<file path="src/mrc_pkg.sv">
// ---------------------------------------------------------------------------
// Memory region claim checker package
// Request and status codes, and the overlap and containment functions.
// ---------------------------------------------------------------------------
package mrc_pkg;

   localparam logic [2:0] REQ_WRITE    = 3'd0;
   localparam logic [2:0] REQ_COMMIT   = 3'd1;
   localparam logic [2:0] REQ_CONTAINS = 3'd2;
   localparam logic [2:0] REQ_CLAIM    = 3'd3;
   localparam logic [2:0] REQ_RELEASE  = 3'd4;
   localparam logic [2:0] REQ_LOOKUP   = 3'd5;

   localparam logic [2:0] ST_OK        = 3'd0;
   localparam logic [2:0] ST_INVALID   = 3'd1;
   localparam logic [2:0] ST_FULL      = 3'd2;
   localparam logic [2:0] ST_BUSY      = 3'd3;
   localparam logic [2:0] ST_NOT_FOUND = 3'd4;

   localparam int unsigned AW = 32;

   typedef logic [AW-1:0] addr_type;

   // Flags a cell raises toward the sequencer at the end of its turn.
   typedef struct packed {
      logic hit_inside;   // range inside this region
      logic hit_kind;     // inside and class matches
      logic hit_point;    // base address lies in this region or starts this claim
      logic clash;        // range overlaps this region or claim
   } cell_flags_type;

   function automatic logic overlaps(addr_type a, addr_type asz, addr_type b, addr_type bsz);
      if (a >= b) begin
         return (a - b) < bsz;
      end
      return (b - a) < asz;
   endfunction

   function automatic logic covers_range(addr_type rs, addr_type rl, addr_type s,
                                         addr_type sz);
      addr_type off;
      off = s - rs;
      return (s >= rs) && (off < rl) && (sz <= rl - off);
   endfunction

endpackage

</file>
<file path="src/mrc_cell.sv">
// ---------------------------------------------------------------------------
// Memory region claim checker cell
// Holds one region and one claim entry. A probe range moves through the row
// one cell a cycle; each cell compares it against its own entries.
// ---------------------------------------------------------------------------
module mrc_cell (
   input  logic                 clock,
   input  logic                 reset,
   input  mrc_pkg::addr_type    pin_start,
   input  mrc_pkg::addr_type    pin_size,
   input  logic [3:0]           pin_kind,
   output mrc_pkg::addr_type    pout_start_ff,
   output mrc_pkg::addr_type    pout_size_ff,
   output logic [3:0]           pout_kind_ff,
   input  logic                 reg_we,
   input  mrc_pkg::addr_type    wr_start,
   input  mrc_pkg::addr_type    wr_size,
   input  logic [3:0]           wr_kind,
   input  logic                 clm_we,
   input  logic                 clm_clear,
   input  logic [7:0]           wr_owner,
   output mrc_pkg::addr_type    rgn_start,
   output mrc_pkg::addr_type    rgn_size,
   output logic [3:0]           reg_kind,
   output logic                 clm_live,
   output mrc_pkg::cell_flags_type reg_flags,
   output mrc_pkg::cell_flags_type clm_flags
);
   import mrc_pkg::*;

   addr_type   rs_ff, rl_ff, cs_ff, cl_ff;
   logic [3:0] rk_ff;
   logic [7:0] co_ff;

   always_ff @(posedge clock) begin
      pout_start_ff <= pin_start;
      pout_size_ff  <= pin_size;
      pout_kind_ff  <= pin_kind;
      if (reg_we) begin
         rs_ff <= wr_start;
         rl_ff <= wr_size;
         rk_ff <= wr_kind;
      end
      if (reset || clm_clear) begin
         cs_ff <= '0;
         cl_ff <= '0;
         co_ff <= '0;
      end else if (clm_we) begin
         cs_ff <= wr_start;
         cl_ff <= wr_size;
         co_ff <= wr_owner;
      end
   end

   assign rgn_start = rs_ff;
   assign rgn_size  = rl_ff;
   assign reg_kind  = rk_ff;
   assign clm_live  = (cl_ff != '0) && (co_ff == co_ff);

   always_comb begin
      reg_flags.hit_inside = covers_range(rs_ff, rl_ff, pin_start, pin_size);
      reg_flags.hit_kind   = reg_flags.hit_inside && (rk_ff == pin_kind);
      reg_flags.hit_point  = (pin_start >= rs_ff) && ((pin_start - rs_ff) < rl_ff);
      reg_flags.clash      = overlaps(rs_ff, rl_ff, pin_start, pin_size);
      clm_flags.hit_inside = 1'b0;
      clm_flags.hit_kind   = 1'b0;
      clm_flags.hit_point  = (cl_ff != '0) && (cs_ff == pin_start);
      clm_flags.clash      = (cl_ff != '0) && overlaps(pin_start, pin_size, cs_ff, cl_ff);
   end
endmodule

</file>
<file path="config.mk">
export PLATFORM = sky130hd
export DESIGN_NAME = mrc_cell
export DESIGN_NICKNAME = d
export VERILOG_FILES = /design/src/mrc_pkg.sv /design/src/mrc_cell.sv
export SDC_FILE = /design/constraint.sdc
export NUM_CORES = 1
export LEC_CHECK = 0
export BUFFER_PORTS_ARGS = -buffer_cell sky130_fd_sc_hd__buf_2
export CAP_MARGIN = 10
export CORE_MARGIN = 2
export CORE_UTILIZATION = 35
export CTS_CLUSTER_SIZE = 28
export DETAILED_ROUTE_END_ITERATION = 10
export GPL_TIMING_DRIVEN = 0
export MAX_ROUTING_LAYER = met4
export SETUP_SLACK_MARGIN = 0.3
export SYNTH_ARGS = -nofsm -noshare
export SYNTH_HDL_FRONTEND = slang
export SYNTH_SLANG_ARGS = --single-unit
</file>
<file path="constraint.sdc">
create_clock -name clock -period 5.63 [get_ports clock]
set_input_delay 0.563 -clock clock [delete_from_list [all_inputs] [get_ports clock]]
set_output_delay 0.563 -clock clock [all_outputs]
set_load 0.005 [all_outputs]
</file>
==> results.cfg <==
[yosys]
async_flop_share = 0
seq_area_frac_synth = 0.276
synth_edf_count = 68
syn_avg_cell_area_um2 = 8.68
netlist_area_um2 = 16900
netlist-cell-type-count = 72
synthFlopType = dfxtp_1
ys_warn_count = 0
ys_ff_latch = 200
syn_inst = 1952

[run_status]
violations = negative setup slack
run_status = complete, but fails checks

[global_routing]
antenna_found_initial = 0
grt_pass1_vias = 15044
grt-ovfl-total = 0
grt.total_usage = 0.245
grt_pass1_wl_um = 88600
grt_max_degree = 42

[power_and_ir_drop]
p_per_area_nw_per_um2 = 279
seq_power_share = 0.267
intPower_uw = 3660
power_switching_share = 0.404
peakVddDrop_mv = 0.188
power.switching_uw = 2480
p_clk_frac = 0.221
pwr-share-comb = 0.512
total_leakage_power_uw = 0.0101

[clock_tree]
clk_path_buf_depth = 2
cts_tree = yes
cts_hold_buf = 0
clock_latency_ns = 0.49
clk_pin_slew_ns = 0.08
cts.sinks = 200
cts_made_buffers = 17
clockRootBuffer = clkbuf_16
htree_levels = 4

[critical_path]
crit_required_ns = 5.07
crit_family = compound AO/OA/AOI/OAI gates
crit_type = flip-flop to primary output
worstPathArrival_ns = 6.00
worst_setup_path_start_kind = flip-flop
crit_path_max_incr_delay_ns = 0.44
cp_slowest_cell = edfxtp_1
cp_max_fo = 6
cp-end-kind = primary output
path_buf_inv = 5

[route]
routed_via_density = 5.32
ant_nets = 0
route.vias.total = 15770
post_drt_wl_per_cell_um = 20.7
postRouteWirelength_um = 61300
drtIter0Drc = 860
drcViolationCount = 0
drtPass1Iterations = 6

[finish]
post-route-util = 0.461
fin_nets = 2773
diodes = 0
final_cell_area_um2 = 22000
syn2layout_area_growth_pct = 29.9
fillers = 4706
drive_gt1_frac = 0.286

[sta]
hold_viol_final = 0
finalMaxSlewViolations = 0
finClkSkew_ns = 0
layout_setup_ws_ns = -0.931
setup_viol = 2
fmax_mhz = 152
finalCritPeriodShare = 1.17
rsz0062_at_grt = yes
fin_hold_ws_ns = 0.187
worst_pin_slew_ns = 1.21
finalSetupTns_ns = -1.83
max-slew-margin-rel = 0.195
fin_crit_ns = 6.56

[die]
die-area_um2 = 50200
io_pins = 294
placeableCoreArea_um2 = 47700
die_w_um = 224
die_h_um = 224
num_rows = 80
initial_core_util = 0.355

[place]
hpwlAfterDp_um = 50600
place_area_um2 = 19300
gp_congestion = 0.941
port_buffers = 282

[hold_path]
hold_path_class = input port to flip-flop

[job]
drv_cap = 0
[cell usage in the layout (no fill, tap or decap), drive strengths merged, types with 23 or more instances in the layout]
master,instances
buf,388
ha,284
inv,221
a21oi,207
nor2,133
dfxtp,132
o21ai,112
xnor2,99
a21o,89
nand2,85
edfxtp,68
mux2i,65
clkbuf,64
nand4,55
xor2,52
o21bai,30
nor3,23
[power by group through the flow]
stage | clock network, uW | registers (uW) | logic, uW
after floorplan | 0 | 1660 | 1800
after global placement | 0 | 1680 | 2520
after detailed placement | 0 | 1680 | 2590
after CTS | 1390 | 1640 | 2840
after global routing | 1440 | 1650 | 3460
final | 1360 | 1640 | 3150
[cell families (layout without fill, tap and decap cells)]
family | Yosys count | in the layout | synth area share
adders and majority gates | 289 | 289 | 0.216
AOI/OAI and AO/OA | 559 | 559 | 0.211
muxes | 66 | 66 | 0.0391
and+or+nand+nor | 397 | 397 | 0.113
buffers and inverters | 289 | 684 | 0.0672
xor gates and xnor gates | 151 | 151 | 0.0780
other | 1 | 2 | 0.000221
DFF | 200 | 200 | 0.276
[cell type report]
class | count | area [um^2] | area share
Inverter | 217 | 825 | 0.0375
Clock inverter | 15 | 209 | 0.00949
Tap cell | 615 | 769 | 0.0350
Buffer | 72 | 395 | 0.0180
Sequential cell | 200 | 4690 | 0.213
Multi-Input combinational cell | 1464 | 12600 | 0.573
Timing Repair Buffer | 363 | 2080 | 0.0943
Clock buffer | 17 | 425 | 0.0193
[per-stage QoR]
step                setup slack (ns)  power, uW  std cells
finish                        -0.931       6150       2963
global route                   -1.25       6550       2963
CTS                            -1.09       5880       2934
detailed placement             -1.38       4270       2851
global placement               -1.42       4200       2850
floorplan                     0.0950       3460       1953
[cells in the mapped netlist (11+ instances only)]
| cell type | n | area [um^2] |
|---|---|---|
| nor4_1 | 15 | 93.8 |
| a21o_1 | 89 | 668 |
| o21ai_0 | 101 | 505 |
| inv_1 | 217 | 815 |
| o211ai_1 | 11 | 82.6 |
| xnor2_1 | 99 | 867 |
| ha_1 | 284 | 3550 |
| nand4_1 | 55 | 344 |
| o21bai_1 | 29 | 218 |
| a211oi_1 | 14 | 105 |
| nor2_1 | 133 | 499 |
| nand3_1 | 18 | 90.1 |
| nor3_1 | 22 | 110 |
| nand2b_1 | 11 | 68.8 |
| a31oi_1 | 13 | 81.3 |
| mux2i_1 | 65 | 651 |
| clkbuf_1 | 45 | 169 |
| xor2_1 | 52 | 455 |
| edfxtp_1 | 68 | 2040 |
| o21ai_1 | 11 | 55.1 |
| a21oi_1 | 201 | 1010 |
| dfxtp_1 | 132 | 2640 |
| buf_2 | 16 | 80.1 |
| o21a_1 | 17 | 128 |
| nor2b_1 | 16 | 100 |
| nand2_1 | 85 | 319 |
[routing by layer]
layer  track usage  wire length, um  vias up
met2         0.362            26900      456
li1              -                -     7672
met3        0.0370             3280       50
met1         0.344            30000     7592
met5             -                0        -
met4        0.0705             1150        0
[flip-flops by register name, summed over array words and instances, names as in the netlist]
name / count
cl_ff: 32
cs_ff: 32
pout_kind_ff: 4
pout_size_ff: 32
pout_start_ff: 32
reg_kind: 4
rgn_size: 32
rgn_start: 32
[worst paths after layout]
path                            slack [ns]  cells past startpoint               to         start
worst min register to register        0.51                      2        cs_ff[31]     cs_ff[31]
worst max register to register        4.83                      2        cl_ff[31]     cl_ff[31]
worst max-delay path                 -0.93                     27     reg_flags[2]  rgn_start[3]
worst min-delay path                  0.19                      1  pout_kind_ff[3]   pin_kind[3]
[worst register-to-register path, delay by kind of cell (launching register included)]
| kind | cells | cell delay [ns] |
|---|---|---|
| DFF | 1 | 0.49 |
| and+or+nand+nor | 1 | 0.13 |
| muxes | 1 | 0.12 |
[what timing repair did]
| item | CTS | global route |
|---|---|---|
| pin swaps | 71 | 103 |
| setup endpoints to repair | 5 | 5 |
| setup buffers | 51 | 29 |
| cloned | 0 | 0 |
| resized for setup | 171 | 159 |
Note: power is estimated with default switching activity, not from simulation.
